`src/ps2mpc_pkg.sv`:
```
package ps2mpc_pkg;

    // Register indexes on the configuration port
    localparam logic [1:0] REG_SCREEN_WIDTH  = 2'd0;
    localparam logic [1:0] REG_SCREEN_HEIGHT = 2'd1;
    localparam logic [1:0] REG_MOTION_GAIN   = 2'd2;

    // Status byte bit positions
    localparam int SYNC_BIT   = 3;
    localparam int X_SIGN_BIT = 4;
    localparam int Y_SIGN_BIT = 5;
    localparam int X_OVF_BIT  = 6;
    localparam int Y_OVF_BIT  = 7;

    localparam logic [12:0] MAX_SCREEN = 13'd4096;

    localparam logic [12:0] RST_SCREEN_WIDTH  = 13'd320;
    localparam logic [12:0] RST_SCREEN_HEIGHT = 13'd200;
    localparam logic [3:0]  RST_MOTION_GAIN   = 4'd3;
    localparam logic [11:0] RST_POS_X         = 12'd160;
    localparam logic [11:0] RST_POS_Y         = 12'd100;

    typedef enum logic [1:0] {
        PH_STATUS = 2'd0,
        PH_XDELTA = 2'd1,
        PH_YDELTA = 2'd2
    } t_phase;

    typedef struct packed {
        logic [11:0] cursor_x;
        logic [11:0] cursor_y;
        logic [2:0]  button_bits;
        logic        overflow_dropped;
    } t_result;

    // Clamp a signed coordinate into [0, limit-1], where a zero size counts
    // as one and anything above the maximum counts as the maximum.
    function automatic logic [11:0] clamp_pos(input logic signed [14:0] v,
                                              input logic [12:0] size);
        logic [12:0] lim;
        logic [12:0] lim_m1;
        logic [11:0] res;
        if (size == 13'd0) begin
            lim = 13'd1;
        end else if (size > MAX_SCREEN) begin
            lim = MAX_SCREEN;
        end else begin
            lim = size;
        end
        lim_m1 = lim - 13'd1;
        if (v < 15'sd0) begin
            res = 12'd0;
        end else if (v[13:0] >= {1'b0, lim}) begin
            res = lim_m1[11:0];
        end else begin
            res = v[11:0];
        end
        return res;
    endfunction

endpackage

```
`src/ps2_mouse_packet_cursor_unit.sv`:
```
// PS/2 mouse packet decoder with a clamped cursor. Feed one received mouse
// byte per item; a byte with bit 3 set starts a packet, and the next two bytes
// are the X and Y movement bytes. After the third byte the unit delivers one
// result item with the new cursor position, the three button bits and an
// overflow flag; the first two bytes of a packet and stray bytes deliver
// nothing. Motion is gain times the delta (Y grows downward), clamped to the
// configured screen, and skipped when an overflow bit is set. Throughput is
// one byte per cycle while the result register is free or being emptied:
// each byte is held in the input register, and the decode, multiply by the
// 4-bit gain, add and clamp run in the single step from that register into
// the result register. The last byte of a packet is loaded into the input
// register on accept, and its result into the result register when that
// byte steps on. Write configuration only while no bytes are in flight.
module ps2_mouse_packet_cursor_unit
    import ps2mpc_pkg::*;
(
    input  logic        i_clk,
    input  logic        i_rst_n,

    input  logic        i_cfg_we,
    input  logic [1:0]  i_cfg_index,
    input  logic [12:0] i_cfg_data,

    input  logic        i_in_valid,
    output logic        o_in_ready,
    input  logic [7:0]  i_rx_byte,

    output logic        o_out_valid,
    input  logic        i_out_ready,
    output logic [11:0] o_cursor_x,
    output logic [11:0] o_cursor_y,
    output logic [2:0]  o_button_bits,
    output logic        o_overflow_dropped
);

    // Configuration registers
    logic [12:0] r_screen_width;
    logic [12:0] r_screen_height;
    logic [3:0]  r_motion_gain;

    // Input register
    logic        r_in_valid;
    logic [7:0]  r_in_byte;

    // Packet state
    t_phase      r_phase, n_phase;
    logic [7:0]  r_status, n_status;
    logic [7:0]  r_xdelta, n_xdelta;
    logic [11:0] r_pos_x, n_pos_x;
    logic [11:0] r_pos_y, n_pos_y;

    // Result register
    logic        r_out_valid;
    t_result     r_result, n_result;

    logic        has_result;
    logic        step;

    logic signed [14:0] dx;
    logic signed [14:0] dy;
    logic signed [14:0] gain_s;
    logic signed [14:0] move_x;
    logic signed [14:0] move_y;
    logic               ovf;

    // A byte in the input register moves on when it yields nothing, or when
    // the result register is free or being emptied this cycle.
    assign has_result = (r_phase == PH_YDELTA);
    assign step       = r_in_valid && (!has_result || !r_out_valid || i_out_ready);
    assign o_in_ready = !r_in_valid || step;

    // Sign-extend the deltas from the status sign bits and scale by the gain
    assign dx     = {{7{r_status[X_SIGN_BIT]}}, r_xdelta};
    assign dy     = {{7{r_status[Y_SIGN_BIT]}}, r_in_byte};
    assign gain_s = {11'd0, r_motion_gain};
    assign move_x = $signed({3'd0, r_pos_x}) + gain_s * dx;
    assign move_y = $signed({3'd0, r_pos_y}) - gain_s * dy;
    assign ovf    = r_status[X_OVF_BIT] | r_status[Y_OVF_BIT];

    always_comb begin
        n_phase  = r_phase;
        n_status = r_status;
        n_xdelta = r_xdelta;
        n_pos_x  = r_pos_x;
        n_pos_y  = r_pos_y;
        n_result = r_result;
        unique case (r_phase)
            PH_XDELTA: begin
                n_xdelta = r_in_byte;
                n_phase  = PH_YDELTA;
            end
            PH_YDELTA: begin
                n_phase = PH_STATUS;
                if (!ovf) begin
                    n_pos_x = clamp_pos(move_x, r_screen_width);
                    n_pos_y = clamp_pos(move_y, r_screen_height);
                end
                n_result.cursor_x         = n_pos_x;
                n_result.cursor_y         = n_pos_y;
                n_result.button_bits      = r_status[2:0];
                n_result.overflow_dropped = ovf;
            end
            default: begin
                // Hunt for a status byte; drop anything without the sync bit
                if (r_in_byte[SYNC_BIT]) begin
                    n_status = r_in_byte;
                    n_phase  = PH_XDELTA;
                end else begin
                    n_phase = PH_STATUS;
                end
            end
        endcase
    end

    always_ff @(posedge i_clk) begin
        if (!i_rst_n) begin
            r_screen_width  <= RST_SCREEN_WIDTH;
            r_screen_height <= RST_SCREEN_HEIGHT;
            r_motion_gain   <= RST_MOTION_GAIN;
            r_in_valid      <= 1'b0;
            r_phase         <= PH_STATUS;
            r_status        <= 8'd0;
            r_xdelta        <= 8'd0;
            r_pos_x         <= RST_POS_X;
            r_pos_y         <= RST_POS_Y;
            r_out_valid     <= 1'b0;
        end else begin
            if (i_cfg_we) begin
                unique case (i_cfg_index)
                    REG_SCREEN_WIDTH:  r_screen_width  <= i_cfg_data;
                    REG_SCREEN_HEIGHT: r_screen_height <= i_cfg_data;
                    REG_MOTION_GAIN:   r_motion_gain   <= i_cfg_data[3:0];
                    default: ;
                endcase
            end

            // Input register: load on accept, empty when the byte moves on
            if (i_in_valid && o_in_ready) begin
                r_in_valid <= 1'b1;
            end else if (step) begin
                r_in_valid <= 1'b0;
            end

            if (step) begin
                r_phase  <= n_phase;
                r_status <= n_status;
                r_xdelta <= n_xdelta;
                r_pos_x  <= n_pos_x;
                r_pos_y  <= n_pos_y;
            end

            // Result register: hold until taken
            if (step && has_result) begin
                r_out_valid <= 1'b1;
            end else if (i_out_ready) begin
                r_out_valid <= 1'b0;
            end
        end
    end

    // Payload registers
    always_ff @(posedge i_clk) begin
        if (i_in_valid && o_in_ready) begin
            r_in_byte <= i_rx_byte;
        end
        if (step && has_result) begin
            r_result <= n_result;
        end
    end

    assign o_out_valid        = r_out_valid;
    assign o_cursor_x         = r_result.cursor_x;
    assign o_cursor_y         = r_result.cursor_y;
    assign o_button_bits      = r_result.button_bits;
    assign o_overflow_dropped = r_result.overflow_dropped;

endmodule

```
`config.mk`:
```
export PLATFORM = sky130hd
export DESIGN_NAME = ps2_mouse_packet_cursor_unit
export DESIGN_NICKNAME = d
export VERILOG_FILES = /design/src/ps2mpc_pkg.sv /design/src/ps2_mouse_packet_cursor_unit.sv
export SDC_FILE = /design/constraint.sdc
export NUM_CORES = 1
export LEC_CHECK = 0
export ABC_AREA = 1
export BUFFER_PORTS_ARGS = -buffer_cell sky130_fd_sc_hd__buf_2
export CAP_MARGIN = 20
export CORE_MARGIN = 2
export CORE_UTILIZATION = 55
export CTS_CLUSTER_SIZE = 20
export DETAILED_ROUTE_END_ITERATION = 10
export PLACE_DENSITY = 0.76
export SETUP_SLACK_MARGIN = 0.1
export SKIP_CTS_REPAIR_TIMING = 1
export SLEW_MARGIN = 20
export SYNTH_ARGS = -nofsm -noshare
export SYNTH_HDL_FRONTEND = slang
export SYNTH_SLANG_ARGS = --single-unit
```
`constraint.sdc`:
```
create_clock -name i_clk -period 5.6 [get_ports i_clk]
set_input_delay 0.28 -clock i_clk [delete_from_list [all_inputs] [get_ports i_clk]]
set_output_delay 0.28 -clock i_clk [all_outputs]
set_load 0.005 [all_outputs]
```
==> metrics.txt, run 1 <==
Synth async-reset ratio=0%; Fillers=between 1,500 and 2,000; maximum VDD drop=between 0.3 and 0.4 mV; DRT iter0 DRCs=roughly 740; # Max-Cap Violations=0; Worst R2R Start=r_in_byte[3]; Hold WC Path Type=in -> reg; diodes inserted=0; data arrival time of the worst path=approximately 5.7 ns; Max clock buf depth=2; Placed Cells=1,565; Synth area leader=dfxtp_1; CP dominant cell by count=inv_1; synth cell count leaders=nand2_1, inv_1, ha_1, a21oi_1, dfxtp_1; final std cells w/o fill=1,594; core area=17,180 um^2; Max Transition Viols Final=0; vias per cell=5.356; Max Freq=~190 MHz; Net Switching=1512 uW; CTS Buf Count=9; slowest stage delay, CP=approximately 0.53 ns; clock period minus final worst setup slack=5.383 ns; outcome=completed; first-pass GRT wire length=38.27 mm; fin crit share=96.12%; area occupied by multi-input gates=about 6000 um^2; power per cell area=323.6 nW/um^2; Netlist cell types=40; Mapped Area=between 9000 and 10,000 um^2; Hold Vio Cnt, Final=0; Slew headroom=between 20% and 30%; post-route design area=around 11,000 um^2; Worst Hold Depth=1; top cells by area, synth=dfxtp_1, nand2_1, ha_1, fa_1, edfxtp_1; Initial Utilization=55.75%; I/O Buffers=57; root buffer cell=clkbuf_16; Top FF cell, synth=dfxtp_1; sequential share of power=about a quarter; met1 usage=approximately a third; vias in the first global route=roughly 8,100; clock group share of total power=between 20% and 30%; routed wire length=around 24 mm; post-route ant nets=0; CP max FO=6; critical path class=reg -> reg; leak pwr=0.005745 uW; DIE WIDTH=about 140 um; H-tree depth=3; syn avg cell area=between 7 and 8 um^2; routability cong.=0.8951; Cell Rows=48; Reg clk slew, reported paths=0.09 ns; Slew @ Worst Pin=around 1.1 ns; number of synthesized register bits=109; post-synth top area share=approximately 15%; Worst Hold Launch=i_rx_byte[7]; drt wl/cell=around 15 um; cells after synthesis=roughly 1,300; number of flops mapped to enable cells by yosys=36; DP Area=between 10,000 and 15,000 um^2; global routing's busiest layer=met2; WP data required=about 6 ns; FF+latch area=roughly 2500 um^2; Final Hold Slack=0.08230 ns; cell with the most instances after synthesis=nand2_1; reg-to-reg critical path endpoint=r_pos_y[10]; met2 global-route usage=~45%; vias=around 8,500; P_int=between 1500 and 2000 uW; antenna violations before repair=0; sequential share of the synthesized area=26.55%; r2r worst-path depth=29; Die Area=between 15,000 and 20,000 um^2; Remaining DRCs=0; largest net degree at the start of global routing=61; GR Overflow Total=0; router iterations before antenna repair=6; layout net count=roughly 1,500; Ys Warns=0; layout cells sized above 1=11.47%; WHS Endpoint=r_in_byte[7]; Clock Sinks=between 100 and 150; Layout area overhead=11.96%; CTS tree=done; worst slack, placed=~0.032 ns; GR Util met3=under 10%; Clock Skew=between 0.015 and 0.02 ns; Setup Viol. Count Final=0; slowest library cell on the worst path=fa_1; total track usage=about a quarter; worst skew pair latency=around 0.37 ns; CP Capture Type=flop; Die Y=approximately 140 um; reg2reg setup slack=~0.22 ns; syn_nets=between 1,000 and 1,500; Ports=58; hpwl dp=17.45 mm; startpoint types=flop; switch share=a little over two fifths; Fin Setup TNS=0 ns; worst setup margin=0.2173 ns; Logic pwr share=54.4%
-- flip-flops by register name, summed over array words and instances, names as in the netlist --
name	flops
r_screen_height	13
r_screen_width	13
o_cursor_x	12
o_cursor_y	12
r_pos_x	12
r_pos_y	12
r_in_byte	8
r_xdelta	8
r_status	7
r_motion_gain	4
o_button_bits	3
r_phase	2
o_out_valid	1
o_overflow_dropped	1
r_in_valid	1
-- cell usage in the layout (no fill, tap or decap), types with 3 or more instances in the layout --
cell type	Yosys	routed
a21oi_1	80	74
a21oi_2	0	4
buf_2	3	57
buf_4	2	27
clkbuf_16	0	11
dfxtp_1	73	69
dfxtp_2	0	3
edfxtp_1	36	36
fa_1	58	58
ha_1	93	84
ha_4	0	8
inv_1	281	276
inv_2	1	4
nand2_1	334	325
nand2_2	7	14
nand3_1	63	62
nand3b_1	12	12
nand4_1	42	42
nor2_1	64	62
nor2_2	1	3
nor3_1	6	6
o21a_1	7	7
o21ai_0	51	48
o21ai_1	3	4
o21ai_2	1	3
o21bai_1	3	3
xnor2_1	15	15
xor2_1	21	21
-- worst max path at each step --
stage	start	slack (ns)	cells after the start	to
2_1_floorplan	r_motion_gain[2]	0.11	31	o_cursor_y[0]
3_3_place_gp	r_in_byte[3]	0.20	31	r_pos_y[11]
3_5_place_dp	r_in_byte[4]	0.03	31	r_pos_y[8]
4_1_cts	r_in_byte[4]	-0.02	31	r_pos_y[3]
5_1_grt	r_in_byte[3]	-0.02	31	r_pos_y[3]
6_report	r_in_byte[3]	0.22	29	r_pos_y[10]
-- cell type report --
cell class                      count  share of cell area (%)
Multi-Input combinational cell    874                   55.58
Sequential cell                   109                   23.79
Tap cell                          225                   2.626
Timing Repair Buffer               88                   5.135
Clock inverter                      5                  0.5252
Inverter                          282                   9.886
Clock buffer                       11                   2.463
-- critical path: cells and delay by family (launching register included) --
| kind | cells | cell delay [ns] |
|---|---|---|
| DFF | 1 | 0.46 |
| AOI/OAI and AO/OA | 4 | 0.69 |
| adders and majority gates | 6 | 2.29 |
| buffers and inverters | 7 | 0.54 |
| xor gates and xnor gates | 1 | 0.28 |
| and+or+nand+nor | 11 | 1.02 |
-- layer usage --
layer  up-vias  wire length [um]
li1       4208                 -
met1      4019              9795
met2       249             11820
met3        61              1100
met4         0               973
met5         -                 0
-- power groups by stage --
stage / registers [uW] / clock network (uW) / logic (uW)
6_report: 885 / 697 / 1890
2_1_floorplan: 895 / 0 / 1170
3_3_place_gp: 902 / 0 / 1420
4_1_cts: 885 / 696 / 1460
5_1_grt: 888 / 728 / 2090
3_5_place_dp: 903 / 0 / 1450
-- logic make-up after synthesis --
kind of cell,after synthesis,share of synthesized area (%)
AO/OA/AOI/OAI,153,8.493
XOR/XNOR,37,3.463
adder cells (fa/ha/maj),151,24.28
buffers and inverters,323,13.56
flip-flops,109,26.55
AND/OR/NAND/NOR,532,23.65
-- metrics by stage --
stage	power [uW]	util (%)
final	3470	62.41
after detailed placement	2355	58.48
after floorplan	2060	-
after global routing	3709	62.41
after CTS	3042	60.34
after global placement	2323	58.48
Power figures use the tool's default switching activity.
==> run 2: changes to the inputs <==
- CORE_UTILIZATION: 55 -> 25
- PLACE_DENSITY: 0.76 -> default
==> run 2 against run 1 <==
Net effect: die area grew 120%; design area grew 3.7%; utilization shrank 33 points; register-to-register slack improved by 0.17 ns; critical path type unchanged; largest cell class unchanged; highest routed layer unchanged.
==> metrics.txt, run 2 (same netlist as run 1, synthesis figures left out) <==
outcome=completed; Layout area overhead=16.10%; Max Freq=192.0 MHz; Net Switching=around 1500 uW; vias per cell=between 4 and 5; fin crit share=around 93%; power per cell area=between 300 and 400 nW/um^2; CTS Buf Count=9; drt wl/cell=about 13 um; P_int=between 1500 and 2000 uW; Reg clk slew, reported paths=0.09 ns; leak pwr=approximately 0.0058 uW; Cell Rows=71; routability cong.=between 0.8 and 0.9; first-pass GRT wire length=about 40 mm; critical path class=reg -> reg; Max Transition Viols Final=0; layout cells sized above 1=between 10% and 20%; commonest non-fill, non-tap cell in the layout=nand2_1; diodes inserted=0; global routing's busiest layer=met2; CTS tree=done; root buffer cell=clkbuf_16; Hold Vio Cnt, Final=0; slowest stage delay, CP=approximately 0.53 ns; Hold WC Path Type=in -> reg; Placed Cells=1,856; DP Area=between 10,000 and 15,000 um^2; Die Y=199.7 um; Ports=58; clock period minus final worst setup slack=roughly 5.2 ns; layout net count=~1,500; sequential share of power=about a quarter; # Max-Cap Violations=0; Max clock buf depth=2; antenna violations before repair=0; vias in the first global route=8,262; vias=~8,400; slowest library cell on the worst path=fa_1; maximum VDD drop=between 0.1 and 0.15 mV; GR Overflow Total=0; Setup Viol. Count Final=0; router iterations before antenna repair=5; Remaining DRCs=0; largest net degree at the start of global routing=57; met2 global-route usage=around a quarter; worst setup margin=~0.4 ns; Die Area=between 30,000 and 40,000 um^2; worst slack, placed=between 0.1 and 0.15 ns; DRT iter0 DRCs=~440; data arrival time of the worst path=5.33 ns; met1 usage=15.12%; largest registers=r_screen_height x13, r_screen_width x13; CP Capture Type=flop; H-tree depth=3; final std cells w/o fill=roughly 1,900; GR Util met3=approximately 1.8%; switch share=a little over two fifths; Clock Sinks=109; I/O Buffers=57; post-route design area=about 11,000 um^2; CP max FO=7; Logic pwr share=between 50% and 60%; hpwl dp=19.56 mm; WP data required=5.72 ns; core area=37,670 um^2; startpoint types=flop; worst skew pair latency=0.37 ns; Slew headroom=between 30% and 40%; Fin Setup TNS=0 ns; most frequent cells in the layout=nand2_1, inv_1, ha_1; total track usage=about an eighth; Initial Utilization=roughly 25%; Clock Skew=around 0.018 ns; Slew @ Worst Pin=between 0.9 and 1 ns; RSZ-0062 raised after global routing=true; clock group share of total power=20.1%; post-route ant nets=0; Fillers=approximately 4,000; DIE WIDTH=~200 um; routed wire length=approximately 25 mm
==> run 2: cell count changes in the layout (fill, tap and decap cells not counted), sizes merged <==
cell | previous run | this run
buf | 87 | 92
clkbuf | 12 | 11
==> run 2: power groups by stage <==
stage               Combinational [uW]  Sequential [uW]  Clock, uW
global placement                  1500              905          0
CTS                               1540              887        704
floorplan                         1170              895          0
detailed placement                1530              905          0
global route                      2090              889        738
finish                            1850              886        691
==> run 2: worst paths after layout <==
| kind | startpoint | end | slack (ns) | cells after the start |
|---|---|---|---|---|
| max | r_in_byte[2] | o_cursor_y[7] | 0.39 | 32 |
| min | i_rx_byte[1] | r_in_byte[1] | 0.08 | 1 |
| max reg2reg | r_in_byte[2] | o_cursor_y[7] | 0.39 | 32 |
| min reg2reg | r_status[1] | o_button_bits[1] | 0.44 | 0 |
==> run 2: area by class of cell <==
class	count	area [um^2]	area share [%]
multi-input cells	874	5968	53.69
inverters	282	1059	9.522
clock inverters	5	47.55	0.4277
well taps	511	639.4	5.751
flip-flops and latches	109	2556	22.99
repair buffers	92	583.1	5.245
clock buffers	11	264.0	2.375
==> run 2: critical path: cells and delay by family, from the launching register on <==
family          cells  cell delay (ns)
simple gates       14             1.12
compound gates      2             0.40
buf+inv            10             0.84
flops               1             0.40
fa+ha+maj           6             2.16
==> run 2: through the flow <==
step | utilization, % | total power [uW] | hold slack [ns]
final | 29.51 | 3429 | 0.07948
after global routing | 29.51 | 3722 | 0.07621
after CTS | 28.54 | 3130 | 0.06737
after detailed placement | 27.72 | 2433 | 0.4257
after global placement | 27.72 | 2407 | 0.4164
after floorplan | - | 2060 | 0.3789
==> run 2: metal layers <==
| metal | vias to the layer above | wire length [um] |
|---|---|---|
| met5 | - | 0 |
| met4 | 0 | 811 |
| met3 | 37 | 1013 |
| met2 | 180 | 12420 |
| met1 | 4010 | 10410 |
| li1 | 4204 | - |
==> run 3: changes to the inputs <==
- RECOVER_POWER: default -> 25
- clock period: 5.6 -> 6.08 ns (I/O delays scaled with it)
==> run 3 against run 2 <==
Net effect: the flow now finishes with violations (capacitance limit, slew limit); clock power decreased by 12%; hold slack improved by 0.025 ns; critical path depth down 3; sequential cell count unchanged; utilization is 1.2 points lower; power fell by 18%; fmax fell by 7.5%; non-clock buffer count fell by 21.
==> metrics.txt, run 3 (same netlist as run 1, synthesis figures left out) <==
outcome=finished with violations; failing checks=capacitance limit, slew limit; post-route ant nets=0; startpoint types=flop; vias in the first global route=about 7,800; routed wire length=between 20 and 25 mm; data arrival time of the worst path=a little under 6 ns; Hold WC Path Type=in -> reg; Placed Cells=1,843; WP data required=approximately 6.2 ns; Cell Rows=71; FF+latch area=2544 um^2; router iterations before antenna repair=5; CTS tree=done; CP dominant cell by count=nand2_1; final std cells w/o fill=1,862; CP max FO=12; DP Area=10,340 um^2; drt wl/cell=around 13 um; vias=a little over 8,000; maximum VDD drop=around 0.12 mV; DIE WIDTH=199.7 um; CP Capture Type=flop; root buffer cell=clkbuf_16; Total Power=about 2800 uW; critical path class=reg -> reg; Layout area overhead=11.19%; vias per cell=4.375; worst skew pair latency=around 0.38 ns; Hold Vio Cnt, Final=0; CP delay by family, top=adder cells; fin crit share=between 90% and 100%; Max Freq=approximately 180 MHz; commonest non-fill, non-tap cell in the layout=nand2_1; power per cell area=between 200 and 300 nW/um^2; clock period minus final worst setup slack=between 5 and 6 ns; Max clock buf depth=2; Fin Setup TNS=0 ns; RSZ-0062 raised after global routing=false; most frequent cells in the layout=nand2_1, inv_1, ha_1; H-tree depth=3; first-pass GRT wire length=about 40 mm; Remaining DRCs=0; CTS Buf Count=9; largest registers=r_screen_height x13, r_screen_width x13; largest net degree at the start of global routing=57; Max Transition Viols Final=45; Die Area=~40,000 um^2; layout net count=1,525; Setup Viol. Count Final=0; reg-to-reg critical path endpoint=o_cursor_y[10]; core area=37,670 um^2; Bufs and invs on worst path=7; reg2reg setup slack=0.45 ns; antenna violations before repair=0; Fillers=around 4,100; Clock Skew=between 0.015 and 0.02 ns; Setup crit end=o_cursor_y[10]; Worst R2R Start=r_in_byte[2]; hpwl dp=between 15 and 20 mm; slowest stage delay, CP=0.53 ns; Slew headroom=-32.61%; Ports=58; diodes inserted=0; DRT iter0 DRCs=around 500; post-route design area=around 11,000 um^2; area occupied by multi-input gates=around 5700 um^2; I/O Buffers=57; r2r worst-path depth=29; # Max-Cap Violations=1; total track usage=12.73%; leak pwr=about 0.0056 uW; GR Overflow Total=0; routability cong.=around 0.85; layout cells sized above 1=5.996%; Slew @ Worst Pin=1.989 ns; CP Depth=29; CP startpoint=r_in_byte[2]; slowest library cell on the worst path=fa_1; Clock Sinks=roughly 110; Die Y=199.7 um; Reg clk slew, reported paths=around 0.09 ns; Initial Utilization=around 25%
run 3: cell count changes in the layout (fill, tap and decap cells not counted), sizes merged:
| cell | before | now |
|---|---|---|
| clkbuf | 11 | 31 |
| clkinv | 3 | 5 |
| nand3 | 65 | 64 |
| buf | 92 | 49 |
run 3: area by class of cell:
class,count,share of cell area [%]
clock buffer,9,2.115
clock inverter,7,0.7404
inverter,282,9.942
multi-input combinational,873,53.93
sequential,109,23.89
tap,511,6.005
timing repair buffer,71,3.373
run 3: report_power, final:
| part | switching [uW] | leakage, uW | internal, uW |
|---|---|---|---|
| Clock | 314 | 0.000148 | 294 |
| Combinational | 897 | 0.00449 | 473 |
| Sequential | 25.0 | 0.000927 | 794 |
| Total | 1240 | 0.00557 | 1560 |
run 3: stage by stage:
step           hold slack (ns)  setup WS [ns]  utilization [%]
2_1_floorplan           0.4029         0.5876                -
3_3_place_gp            0.4180         0.6132            27.46
3_5_place_dp            0.4167         0.5249            27.46
4_1_cts                0.09412         0.4984            28.27
5_1_grt                0.09720        0.08794            28.27
6_report                0.1043         0.4467            28.27
run 3: how the worst min path moves through the flow:
stage                       startpoint          endpoint  slack, ns  cells after the start
after global routing      i_rx_byte[5]      r_in_byte[5]        0.1                      1
final                     i_rx_byte[6]      r_in_byte[6]       0.10                      1
after CTS                 i_rx_byte[6]      r_in_byte[6]       0.09                      1
after global placement     r_status[2]  o_button_bits[2]       0.42                      0
after floorplan           i_rx_byte[0]      r_in_byte[0]       0.40                      0
after detailed placement   r_status[1]  o_button_bits[1]       0.42                      0
run 3: layer usage:
layer	GRT usage [%]	wire length, um
met1	15.62	10880
met4	4.335	674
met3	1.840	881
met2	22.74	12090
met5	0	0
